File: config.mk
export PLATFORM = sky130hd
export DESIGN_NAME = stick_to_cursor_mover
export DESIGN_NICKNAME = d
export VERILOG_FILES = /design/src/hw/rtl/stc_pkg.sv /design/src/hw/rtl/stick_to_cursor_mover.sv
export SDC_FILE = /design/constraint.sdc
export NUM_CORES = 2
export LEC_CHECK = 0
export BUFFER_PORTS_ARGS = -buffer_cell sky130_fd_sc_hd__buf_2
export CAP_MARGIN = 20
export CORE_MARGIN = 8
export CORE_UTILIZATION = 54
export DETAILED_ROUTE_END_ITERATION = 16
export PLACE_DENSITY = 0.75
export SLEW_MARGIN = 20
export SYNTH_ARGS = -nofsm -noshare
export SYNTH_HDL_FRONTEND = slang
export SYNTH_SLANG_ARGS = --single-unit
File: constraint.sdc
create_clock -name clk_i -period 21 [get_ports clk_i]
set_input_delay 4.2 -clock clk_i [delete_from_list [all_inputs] [get_ports clk_i]]
set_output_delay 4.2 -clock clk_i [all_outputs]
set_load 0.05 [all_outputs]
File: src/hw/rtl/stc_pkg.sv
// Shared constants and types for the stick-to-cursor mover.
`default_nettype none

package stc_pkg;

  // Default screen geometry in pixels
  localparam int unsigned DefScreenWidth  = 320;
  localparam int unsigned DefScreenHeight = 240;

  // Field and register widths
  localparam int unsigned StickW = 16;  // Q2.14 stick sample
  localparam int unsigned SensW  = 12;  // Q4.8 sensitivity
  localparam int unsigned FracW  = 24;  // signed Q10.14 sub-pixel accumulator
  localparam int unsigned FracFb = 14;  // fraction bits of the accumulator
  localparam int unsigned MagW   = 16;  // axis magnitude, up to 32768
  localparam int unsigned ProdW  = 28;  // magnitude times sensitivity
  localparam int unsigned VelW   = 18;  // velocity magnitude, up to 262080
  localparam int unsigned StepW  = 6;   // whole-pixel step, -16 to 16

  // Deadzone: 0.05 in Q2.14, axis counts only above it
  localparam logic [MagW-1:0] Deadzone = 16'd819;
  // 1.0 squared in Q4.28
  localparam logic [31:0] OneSq = 32'h1000_0000;

  localparam logic [SensW-1:0] SensReset = 12'd256;

  // Configuration register indexes
  localparam int unsigned CfgAddrW = 1;
  localparam logic [CfgAddrW-1:0] RegEnable = 1'b0;
  localparam logic [CfgAddrW-1:0] RegSens   = 1'b1;

endpackage

`default_nettype wire

File: src/hw/rtl/stick_to_cursor_mover.sv
// Stick-to-cursor mover: deadzone, magnitude normalise, sub-pixel accumulate, clamp.
//
// Slave stream s_axis carries one stick sample per transaction; master stream
// m_axis returns one cursor transaction for every sample taken. Write enable
// and sensitivity through cfg_we_i/cfg_addr_i/cfg_wdata_i only while the block
// is idle; a write takes effect at once.
// Sequence: a disabled sample goes straight to S_DONE; otherwise S_PREP,
// S_SQX, S_SQY, S_SUM, S_PX, S_PY, S_ACC, S_MOVE, S_DONE, with S_SQRT,
// S_DIVX and S_DIVY between S_PY and S_ACC when the magnitude is above 1.0.
// s_axis_tready is high only in S_IDLE, which follows the output load. The
// long case is set by one shared 33-bit subtractor: digit-by-digit square
// root, then restoring division for each axis. One 16x16 multiplier forms
// both squares and both scaled magnitudes, one product per cycle.
// Reset: cursor to mid-screen, accumulators and touch latch clear, block
// disabled, sensitivity 1.0. No clearing pass is needed.
// Stalls: a result waiting on m_axis_tready does not block acceptance of the
// next sample; that sample is held in its final state until the output
// register is free, which delays it by the length of the stall.
`default_nettype none

module stick_to_cursor_mover #(
  parameter int unsigned SCREEN_WIDTH  = stc_pkg::DefScreenWidth,
  parameter int unsigned SCREEN_HEIGHT = stc_pkg::DefScreenHeight
) (
  input  wire logic                          clk_i,
  input  wire logic                          rst_ni,
  // stick_x [15:0], stick_y [31:16], touch [32], zero pad to 40 bits
  input  wire logic [39:0]                   s_axis_tdata,
  input  wire logic                          s_axis_tvalid,
  output logic                               s_axis_tready,
  // cursor_col [COL_W-1:0], cursor_row next ROW_W bits, touching above,
  // zero pad to whole bytes
  output logic [((($clog2(SCREEN_WIDTH) + $clog2(SCREEN_HEIGHT) + 1) + 7) / 8) * 8 - 1:0]
                                             m_axis_tdata,
  output logic                               m_axis_tvalid,
  input  wire logic                          m_axis_tready,
  input  wire logic                          cfg_we_i,
  input  wire logic [stc_pkg::CfgAddrW-1:0]  cfg_addr_i,
  input  wire logic [stc_pkg::SensW-1:0]     cfg_wdata_i
);

  import stc_pkg::*;

  localparam int unsigned COL_W = $clog2(SCREEN_WIDTH);
  localparam int unsigned ROW_W = $clog2(SCREEN_HEIGHT);
  localparam int unsigned PW    = (COL_W > ROW_W) ? COL_W : ROW_W;
  localparam int unsigned SUM_W = PW + StepW;
  localparam int unsigned OUT_W = (((COL_W + ROW_W + 1) + 7) / 8) * 8;

  localparam logic signed [SUM_W-1:0] ColMax = SUM_W'(SCREEN_WIDTH - 1);
  localparam logic signed [SUM_W-1:0] RowMax = SUM_W'(SCREEN_HEIGHT - 1);

  typedef enum logic [12:0] {
    S_IDLE = 13'b0_0000_0000_0001,
    S_PREP = 13'b0_0000_0000_0010,
    S_SQX  = 13'b0_0000_0000_0100,
    S_SQY  = 13'b0_0000_0000_1000,
    S_SUM  = 13'b0_0000_0001_0000,
    S_PX   = 13'b0_0000_0010_0000,
    S_PY   = 13'b0_0000_0100_0000,
    S_SQRT = 13'b0_0000_1000_0000,
    S_DIVX = 13'b0_0001_0000_0000,
    S_DIVY = 13'b0_0010_0000_0000,
    S_ACC  = 13'b0_0100_0000_0000,
    S_MOVE = 13'b0_1000_0000_0000,
    S_DONE = 13'b1_0000_0000_0000
  } state_e;

  // Configuration
  logic             en_q;
  logic [SensW-1:0] sens_q;

  // Sequencer and datapath registers
  state_e state_q, state_d;
  logic signed [StickW:0] px_q, px_d, py_q, py_d;
  logic                   tin_q, tin_d;
  logic [MagW-1:0]        ax_q, ax_d, ay_q, ay_d;
  logic                   sx_q, sx_d, sy_q, sy_d;
  logic [31:0]            prod_q, prod_d;
  logic [31:0]            m2_q, m2_d;
  logic [ProdW-1:0]       pa_q, pa_d, pb_q, pb_d;
  logic [31:0]            n_q, n_d, root_q, root_d, bit_q, bit_d;
  logic [MagW-1:0]        rem_q, rem_d;
  logic [VelW-1:0]        dsh_q, dsh_d;
  logic [4:0]             cnt_q, cnt_d;
  logic [VelW-1:0]        qx_q, qx_d, qy_q, qy_d;
  logic                   vzero_q, vzero_d;

  // Cursor state
  logic [COL_W-1:0]        pos_col_q, pos_col_d;
  logic [ROW_W-1:0]        pos_row_q, pos_row_d;
  logic signed [FracW-1:0] frac_col_q, frac_col_d, frac_row_q, frac_row_d;
  logic                    touch_q, touch_d;

  // Output register
  logic             out_valid_q, out_valid_d;
  logic [COL_W-1:0] out_col_q, out_col_d;
  logic [ROW_W-1:0] out_row_q, out_row_d;
  logic             out_touch_q, out_touch_d;

  // Shared units
  logic [MagW-1:0] mul_a, mul_b;
  logic [31:0]     mul_p;
  logic [32:0]     sub_a, sub_b, sub_diff;
  logic            sub_ge;
  logic [MagW:0]   div_r;

  logic signed [FracW-1:0] dx_col_full, dx_row_full;
  logic signed [StepW-1:0] dx_col, dx_row;
  logic signed [SUM_W-1:0] sum_col, sum_row;

  assign mul_p    = mul_a * mul_b;
  assign sub_diff = sub_a - sub_b;
  assign sub_ge   = ~sub_diff[32];
  assign div_r    = {rem_q, dsh_q[VelW-1]};

  // Whole-pixel step, truncated toward zero
  assign dx_col_full = (frac_col_q >>> FracFb)
                     + FracW'(frac_col_q[FracW-1] && (frac_col_q[FracFb-1:0] != '0));
  assign dx_row_full = (frac_row_q >>> FracFb)
                     + FracW'(frac_row_q[FracW-1] && (frac_row_q[FracFb-1:0] != '0));
  assign dx_col = dx_col_full[StepW-1:0];
  assign dx_row = dx_row_full[StepW-1:0];
  assign sum_col = $signed(SUM_W'(pos_col_q)) + SUM_W'(dx_col);
  assign sum_row = $signed(SUM_W'(pos_row_q)) + SUM_W'(dx_row);

  assign s_axis_tready = (state_q == S_IDLE);
  assign m_axis_tvalid = out_valid_q;
  assign m_axis_tdata  = OUT_W'({out_touch_q, out_row_q, out_col_q});

  // Shared operand selection
  always_comb begin
    mul_a = '0;
    mul_b = '0;
    sub_a = '0;
    sub_b = '0;
    unique case (state_q)
      S_SQX: begin
        mul_a = ax_q;
        mul_b = ax_q;
      end
      S_SQY: begin
        mul_a = ay_q;
        mul_b = ay_q;
      end
      S_SUM: begin
        mul_a = ax_q;
        mul_b = MagW'(sens_q);
      end
      S_PX: begin
        mul_a = ay_q;
        mul_b = MagW'(sens_q);
      end
      S_SQRT: begin
        sub_a = {1'b0, n_q};
        sub_b = {1'b0, root_q | bit_q};
      end
      S_DIVX, S_DIVY: begin
        sub_a = 33'(div_r);
        sub_b = 33'(root_q[MagW-1:0]);
      end
      default: ;
    endcase
  end

  // Sequencer
  always_comb begin
    state_d     = state_q;
    px_d        = px_q;
    py_d        = py_q;
    tin_d       = tin_q;
    ax_d        = ax_q;
    ay_d        = ay_q;
    sx_d        = sx_q;
    sy_d        = sy_q;
    prod_d      = prod_q;
    m2_d        = m2_q;
    pa_d        = pa_q;
    pb_d        = pb_q;
    n_d         = n_q;
    root_d      = root_q;
    bit_d       = bit_q;
    rem_d       = rem_q;
    dsh_d       = dsh_q;
    cnt_d       = cnt_q;
    qx_d        = qx_q;
    qy_d        = qy_q;
    vzero_d     = vzero_q;
    pos_col_d   = pos_col_q;
    pos_row_d   = pos_row_q;
    frac_col_d  = frac_col_q;
    frac_row_d  = frac_row_q;
    touch_d     = touch_q;
    out_valid_d = out_valid_q;
    out_col_d   = out_col_q;
    out_row_d   = out_row_q;
    out_touch_d = out_touch_q;

    // Drop the result once taken
    if (out_valid_q && m_axis_tready) begin
      out_valid_d = 1'b0;
    end

    unique case (state_q)
      S_IDLE: begin
        if (s_axis_tvalid) begin
          px_d  = $signed({s_axis_tdata[15], s_axis_tdata[15:0]});
          py_d  = -$signed({s_axis_tdata[31], s_axis_tdata[31:16]});
          tin_d = s_axis_tdata[32];
          state_d = en_q ? S_PREP : S_DONE;
        end
      end
      S_PREP: begin
        // Magnitude and sign per axis, inside the deadzone counts as zero
        ax_d = px_q[StickW] ? MagW'(-px_q) : px_q[MagW-1:0];
        ay_d = py_q[StickW] ? MagW'(-py_q) : py_q[MagW-1:0];
        if (ax_d <= Deadzone) ax_d = '0;
        if (ay_d <= Deadzone) ay_d = '0;
        sx_d = px_q[StickW];
        sy_d = py_q[StickW];
        state_d = S_SQX;
      end
      S_SQX: begin
        prod_d  = mul_p;
        state_d = S_SQY;
      end
      S_SQY: begin
        m2_d    = prod_q;
        prod_d  = mul_p;
        state_d = S_SUM;
      end
      S_SUM: begin
        m2_d    = m2_q + prod_q;
        prod_d  = mul_p;
        state_d = S_PX;
      end
      S_PX: begin
        pa_d    = prod_q[ProdW-1:0];
        prod_d  = mul_p;
        state_d = S_PY;
      end
      S_PY: begin
        pb_d = prod_q[ProdW-1:0];
        if (m2_q <= OneSq) begin
          qx_d    = pa_q[VelW+7:8];
          qy_d    = prod_q[VelW+7:8];
          state_d = S_ACC;
        end else begin
          n_d     = m2_q;
          root_d  = '0;
          bit_d   = 32'h4000_0000;
          cnt_d   = 5'd15;
          state_d = S_SQRT;
        end
      end
      S_SQRT: begin
        // One result bit per cycle
        if (sub_ge) begin
          n_d    = sub_diff[31:0];
          root_d = (root_q >> 1) | bit_q;
        end else begin
          root_d = root_q >> 1;
        end
        bit_d = bit_q >> 2;
        cnt_d = cnt_q - 5'd1;
        if (cnt_q == '0) begin
          rem_d   = pa_q[ProdW-1:ProdW-MagW];
          dsh_d   = {pa_q[ProdW-MagW-1:0], 6'b0};
          cnt_d   = 5'(VelW - 1);
          state_d = S_DIVX;
        end
      end
      S_DIVX, S_DIVY: begin
        // Shift in one numerator bit, subtract the root where it fits
        rem_d = sub_ge ? sub_diff[MagW-1:0] : div_r[MagW-1:0];
        dsh_d = {dsh_q[VelW-2:0], sub_ge};
        cnt_d = cnt_q - 5'd1;
        if (cnt_q == '0) begin
          if (state_q == S_DIVX) begin
            qx_d    = dsh_d;
            rem_d   = pb_q[ProdW-1:ProdW-MagW];
            dsh_d   = {pb_q[ProdW-MagW-1:0], 6'b0};
            cnt_d   = 5'(VelW - 1);
            state_d = S_DIVY;
          end else begin
            qy_d    = dsh_d;
            state_d = S_ACC;
          end
        end
      end
      S_ACC: begin
        frac_col_d = frac_col_q + (sx_q ? -FracW'(qx_q) : FracW'(qx_q));
        frac_row_d = frac_row_q + (sy_q ? -FracW'(qy_q) : FracW'(qy_q));
        vzero_d    = (qx_q == '0) && (qy_q == '0);
        state_d    = S_MOVE;
      end
      S_MOVE: begin
        // Clamp the cursor; subtract the full step, or clear the accumulators at zero velocity
        if (sum_col[SUM_W-1])      pos_col_d = '0;
        else if (sum_col > ColMax) pos_col_d = ColMax[COL_W-1:0];
        else                       pos_col_d = sum_col[COL_W-1:0];
        if (sum_row[SUM_W-1])      pos_row_d = '0;
        else if (sum_row > RowMax) pos_row_d = RowMax[ROW_W-1:0];
        else                       pos_row_d = sum_row[ROW_W-1:0];
        if (vzero_q) begin
          frac_col_d = '0;
          frac_row_d = '0;
        end else begin
          frac_col_d = frac_col_q - ({{(FracW-StepW){dx_col[StepW-1]}}, dx_col} << FracFb);
          frac_row_d = frac_row_q - ({{(FracW-StepW){dx_row[StepW-1]}}, dx_row} << FracFb);
        end
        touch_d = tin_q;
        state_d = S_DONE;
      end
      S_DONE: begin
        // Hold until the output register is free
        if (!out_valid_q || m_axis_tready) begin
          out_valid_d = 1'b1;
          out_col_d   = pos_col_q;
          out_row_d   = pos_row_q;
          out_touch_d = touch_q;
          state_d     = S_IDLE;
        end
      end
      default: state_d = S_IDLE;
    endcase
  end

  // Configuration writes
  always_ff @(posedge clk_i or negedge rst_ni) begin
    if (!rst_ni) begin
      en_q   <= 1'b0;
      sens_q <= SensReset;
    end else if (cfg_we_i) begin
      case (cfg_addr_i)
        RegEnable: en_q   <= cfg_wdata_i[0];
        RegSens:   sens_q <= cfg_wdata_i;
        default: ;
      endcase
    end
  end

  // Control and cursor state
  always_ff @(posedge clk_i or negedge rst_ni) begin
    if (!rst_ni) begin
      state_q     <= S_IDLE;
      pos_col_q   <= COL_W'(SCREEN_WIDTH / 2);
      pos_row_q   <= ROW_W'(SCREEN_HEIGHT / 2);
      frac_col_q  <= '0;
      frac_row_q  <= '0;
      touch_q     <= 1'b0;
      out_valid_q <= 1'b0;
      cnt_q       <= '0;
    end else begin
      state_q     <= state_d;
      pos_col_q   <= pos_col_d;
      pos_row_q   <= pos_row_d;
      frac_col_q  <= frac_col_d;
      frac_row_q  <= frac_row_d;
      touch_q     <= touch_d;
      out_valid_q <= out_valid_d;
      cnt_q       <= cnt_d;
    end
  end

  // Datapath payload
  always_ff @(posedge clk_i) begin
    px_q        <= px_d;
    py_q        <= py_d;
    tin_q       <= tin_d;
    ax_q        <= ax_d;
    ay_q        <= ay_d;
    sx_q        <= sx_d;
    sy_q        <= sy_d;
    prod_q      <= prod_d;
    m2_q        <= m2_d;
    pa_q        <= pa_d;
    pb_q        <= pb_d;
    n_q         <= n_d;
    root_q      <= root_d;
    bit_q       <= bit_d;
    rem_q       <= rem_d;
    dsh_q       <= dsh_d;
    qx_q        <= qx_d;
    qy_q        <= qy_d;
    vzero_q     <= vzero_d;
    out_col_q   <= out_col_d;
    out_row_q   <= out_row_d;
    out_touch_q <= out_touch_d;
  end

  // Cursor stays on screen
  a_pos_on_screen: assert property (@(posedge clk_i) disable iff (!rst_ni)
    (32'(pos_col_q) < SCREEN_WIDTH) && (32'(pos_row_q) < SCREEN_HEIGHT))
    else $error("cursor left the screen");

  // Accumulators hold less than one pixel after a move
  a_frac_settled: assert property (@(posedge clk_i) disable iff (!rst_ni)
    (state_q == S_DONE) |->
      (frac_col_q > -24'sd16384) && (frac_col_q < 24'sd16384) &&
      (frac_row_q > -24'sd16384) && (frac_row_q < 24'sd16384))
    else $error("accumulator not settled after move");

  // Normalised velocity never exceeds the full-push speed
  a_vel_bound: assert property (@(posedge clk_i) disable iff (!rst_ni)
    (state_q == S_ACC) |->
      (qx_q <= {sens_q, 6'b0}) && (qy_q <= {sens_q, 6'b0}))
    else $error("velocity above sensitivity bound");

endmodule

`default_nettype wire

======== After elaboration in Yosys (flattened, before gate mapping) ========
Index checks and enable logic that the tools add are counted.
word-level totals
  bits in registers ....................... 471
  word-level logic and storage cells ...... 171
  input bits .............................. 58
cells by class
  muxes and demuxes ....................... 58
  $add $sub $neg .......................... 16
  equality and inequality tests ........... 22
  bitwise operators ....................... 4
  $mul .................................... 1
  reduce and logical (&&, ||, !) cells .... 33
  order comparisons ....................... 5
operators by type and width
  cell                                                   count
  one-hot mux 32 bit (2 select lines)                    6
  two-way mux 18 bit                                     9
  two-way mux 32 bit                                     5
  one-hot mux 13 bit (12 select lines)                   1
  one-hot mux 18 bit (2 select lines)                    3
  two-way mux 16 bit                                     6
  two-way mux 24 bit                                     4
  one-hot mux 24 bit (2 select lines)                    2
  two-way mux 13 bit                                     5
  one-hot mux 16 bit (2 select lines)                    2
  adder 24 bit                                           2
  negator 18 -> 24 bit                                   2
  one-hot mux 16 bit (3 select lines)                    1
  subtractor 24 bit                                      2
  logical NOT 18 bit                                     2
  subtractor 33 bit                                      1
  adder 32 bit                                           1
  <= comparator 16 x 10 -> 1 bit, second input constant  2
  <= comparator 32 x 29 -> 1 bit, second input constant  1
  multiplier 16 x 16 -> 32 bit                           1
  negator 16 bit                                         2
  bitwise OR 31 x 32 -> 32 bit                           1
  bitwise OR 32 bit                                      1
  nonzero test 14 bit                                    2
  39 further kinds                                       75

======== Depth between registers and ports, before layout ========
  depth after elaboration ................. 8
  mapped depth ............................ 36
  gate-level depth less buffers ........... 32

======== Least setup slack after synthesis ========
Ideal clock, no wire load.
  kind .................................... flip-flop to flip-flop
  from .................................... register state_q[9]
  to ...................................... register prod_q[31] (data pin)
  setup slack ............................. 11.163 ns
  stages on the path, launching flop included .. 35
  arrival ................................. 9.577 ns
  cell sequence ........................... dfrtp_1 or2_1 buf_2 nor4_4 nand2_1 or3_1 nor3b_1 nand2b_1 buf_2 nand2_1 nand2_1 buf_2 nand2_1 fa_1 inv_1 fa_1 inv_1 fa_1 inv_1 fa_1 fa_1 inv_1 fa_1 inv_1 ha_1 a21oi_1 o21a_1 nor2_1 nor3_1 a21oi_1 a21oi_1 o211ai_1 a211oi_1 a21oi_1 xnor2_1
on the way
  cells in the longest elaborated chain, start to end .. 4
  elaborated cells on any way between the ends .. 10
  those cells by class .................... 1 x mul; 4 x eq/ne; 2 x mux; 3 x reduce/logical
RTL lines
  what                                                                                               line                          text
  from (decl)                                                                                        stick_to_cursor_mover.sv:74   state_e state_q, state_d;
  from (signal assigned)                                                                             stick_to_cursor_mover.sv:355  state_q <= state_d;
  equality test 13 x 6 -> 1 bit, or another cell as far along                                        stick_to_cursor_mover.sv:137  unique case (state_q)
  OR reduction 2 bit (no source line)                                                                --
  one-hot mux 16 bit (3 select lines) / one-hot mux 16 bit (2 select lines) (equally long branches)  stick_to_cursor_mover.sv:137
  multiplier 16 x 16 -> 32 bit *                                                                     stick_to_cursor_mover.sv:112  assign mul_p = mul_a * mul_b;
  named net mul_p[31]                                                                                stick_to_cursor_mover.sv:103  logic [31:0] mul_p;
  to (signal assigned)                                                                               stick_to_cursor_mover.sv:375  prod_q <= prod_d;
  to (decl)                                                                                          stick_to_cursor_mover.sv:79   logic [31:0] prod_q, prod_d;
The timed path passes the listed nets; every way through them passes the cells marked *.
A chain may end at the register's enable or synchronous reset.

======== Final worst setup path ========
Ends and elaborated chain as after synthesis.

==> results by group <==
Run status
  • Outcome: finished clean

STA
  • Unrepaired setup endpoints after global routing: false
  • Relative slew slack: 24.15%
  • Setup-failing EPs final: 0
  • Setup tns final: 0 ns
  • Tmin final: 9.402 ns
  • Max Freq: 106.4 MHz
  • Period utilization: 44.77%
  • Final slew viol count: 0
  • Worst-margin pin slew: 1.138 ns
  • Hold slack: 0.4413 ns
  • Final Hold Viols: 0
  • Clk_skew: 0.03966 ns

Synthesis
  • Seq cells post-synth: 454
  • Sequential share of the synthesized area: 37.60%
  • Post-synth EDFFs: 356
  • Syn Inst Count: 3569
  • Avg Cell Area, Syn: 9.802 sq um
  • Asr flop ratio synth: 21.59%
  • Cell Area, Synth: 34980 sq um
  • Synth Warn #: 0
  • Synth top area cells: edfxtp_1 (31%), fa_1 (11%), ha_1 (9.2%), dfrtp_1 (6.4%), nand2_1 (5.7%)
  • Ys flop type: edfxtp_1
  • Synth top area share: 30.56%
  • Biggest area consumer among synthesized cells: edfxtp_1
  • Yosys cell types: 102

Cells and area
  • Nets: 4128
  • Fraction of layout instances using a drive strength above 1: 7.204%
  • Post-Layout Inst Area: 37920 sq um
  • Core Util, Final: 59.03%
  • Commonest non-fill, non-tap cell in the layout: nand2_1
  • Fill cells: 5454
  • Antenna Cells: 0
  • Most frequent cells in the layout: nand2_1 (528), edfxtp_1 (356), inv_1 (311)
  • Synthesis-to-finish area growth: 8.395%

Setup path
  • WP data required: 21.34 ns
  • Cell repeated most along the worst path: fa_1
  • CP arrival: 9.74 ns
  • Worst-path maximum fanout: 30
  • CP Capture Type: flip-flop
  • Slowest-stage cell, CP: fa_1
  • Reg-to-Reg End: prod_q[31]
  • Worst R2R Setup Slack: 11.60 ns
  • Launch point of the critical path: state_q[9]
  • Critical path launch point type: flip-flop
  • Worst reg2reg path startpoint: state_q[9]
  • R2R depth: 32
  • Worst setup path category: flip-flop to flip-flop
  • CP max stage delay: 0.56 ns

Floorplan
  • Core Area: 64230 sq um
  • Die H: 270.5 microns
  • IO Count: 84
  • Row count: 93
  • Die area: 73180 sq um
  • Initial Utilization: 54.46%
  • Die X: 270.5 microns

Job
  • # Max-Cap Violations: 0

Placed design
  • Final HPWL DP: 61.64 mm
  • Number of port buffers: 70
  • Placed cell area: 36200 sq um
  • Routability-driven placement congestion ratio: 0.9449

Pwr
  • Comb power frac: 13.0%
  • Pint: 1685 uW
  • Psw: 612.9 uW
  • Seq pwr share: 46.7%
  • VDD IR max: 0.08119 mV
  • Clk pwr share: 40.3%
  • Pwr dens: 60.60 nW/um^2
  • Total chip power: 2298 uW
  • Net Sw Frac: 26.67%
  • Pleak: 0.01632 uW

Clocking
  • CTS tree: done
  • Clock Sinks: 454
  • Clock Path Buffers: 3
  • Number of buffers created by CTS: 51
  • H-tree levels: 2
  • CTS Hold Buffers Added: 0
  • Clock-pin slew on the worst setup and hold paths: 0.06 ns
  • Post-cts repair resize count: 0
  • Worst-Skew Late Latency: 0.62 ns
  • Post-CTS repair timing setup buffer count: 0
  • Clk Tree Root Cell: clkbuf_16

Global routing
  • Antenna violations before repair: 0
  • First-pass GRT wire length: 135.4 mm
  • Grt ovf: 0
  • Largest net degree at the start of global routing: 73
  • Overall Global Routing Usage: 22.43%
  • Vias in the first global route: 26187

Drt
  • Pre-antenna DRT Iters: 5
  • Via/cell ratio: 5.785
  • Final wirelength: 83.02 mm
  • DR vias: 26069
  • DR iter-0 viols: 1898
  • Final ANT Viol Nets: 0
  • WL per Instance: 18.42 microns
  • # DRC: 0

Min path
  • Worst Min Path Start: touch_q
  • Hold EP: out_touch_q
  • Worst Hold Class: flip-flop to flip-flop
  • Cells on Worst Hold Path: 0
## how the worst max path moves through the flow
stage,slack [ns],cells past startpoint,end
final,11.60,32,prod_q[31]
after global routing,11.01,32,prod_q[31]
after CTS,11.30,28,prod_q[30]
after detailed placement,11.35,28,prod_q[30]
after global placement,11.52,28,prod_q[30]
after floorplan,11.16,34,prod_q[31]
## final cells by class
| type | count | area [sq um] | share of cell area, % |
|---|---|---|---|
| well taps | 855 | 1070 | 2.821 |
| clock buffers | 65 | 1350 | 3.560 |
| multi-input cells | 2680 | 20150 | 53.15 |
| clock inverters | 26 | 356.6 | 0.9404 |
| inverters | 317 | 1190 | 3.138 |
| flip-flops and latches | 454 | 13150 | 34.69 |
| repair buffers | 109 | 645.6 | 1.703 |
## routing by layer
metal | track usage (%) | routed length [microns] | part of all wire [%]
met5 | 0 | 0 | 0
met4 | 7.932 | 2894 | 3.5
met3 | 3.140 | 5324 | 6.4
met2 | 38.94 | 40440 | 49
met1 | 28.49 | 34360 | 41
## cells by family (layout without fill, tap and decap cells)
group	Yosys count	in the layout	synth area share, %
AOI/OAI and AO/OA	748	748	14.14
other	1	6	0.01072
xor gates and xnor gates	236	236	5.909
adders and majority gates	457	457	20.64
DFF	454	454	37.60
and+or+nand+nor	1194	1194	15.52
buffers and inverters	440	517	4.961
muxes	39	39	1.223
## through the flow
step / setup WS, ns / cells
global placement: 11.52 / 4414
finish: 11.60 / 4506
global route: 11.01 / 4506
floorplan: 11.16 / 3574
detailed placement: 11.35 / 4414
CTS: 11.30 / 4505
## power groups by stage
stage               Combinational (uW)  Clock (uW)  Sequential, uW
floorplan                          217           0            1090
global placement                   292           0            1090
CTS                                301         944            1070
finish                             300         926            1070
detailed placement                 298           0            1090
global route                       329         972            1080
## critical path: cells and delay by family (launching register included)
family | cells | cell delay (ns)
adders and majority gates | 7 | 3.50
and+or+nand+nor | 11 | 2.89
AOI/OAI and AO/OA | 7 | 1.46
buffers and inverters | 6 | 0.70
DFF | 1 | 0.43
xor gates and xnor gates | 1 | 0.14
## Yosys cell counts (all sizes together), types with 23 or more instances
master,instances
nand2,529
edfxtp,356
inv,317
nor2,297
ha,257
fa,200
o21ai,195
a21oi,164
xnor2,147
dfrtp,90
xor2,89
clkbuf,81
and2,78
a21o,64
nor3,46
nand3,45
buf,42
a22oi,41
nand2b,39
a22o,35
o21a,35
nor4,29
o211ai,24
o31ai,23
## sequential cells by signal, indices dropped and copies added, names as in the netlist, 12 cells and up
signal      flops
root_q         31
m2_q           32
py_q           17
ax_q           16
frac_row_q     24
pb_q           28
rem_q          16
frac_col_q     24
prod_q         32
n_q            32
sens_q         12
bit_q          16
dsh_q          18
state_q        13
px_q           16
ay_q           16
qy_q           18
pa_q           28
qx_q           18
Power figures use the tool's default switching activity.
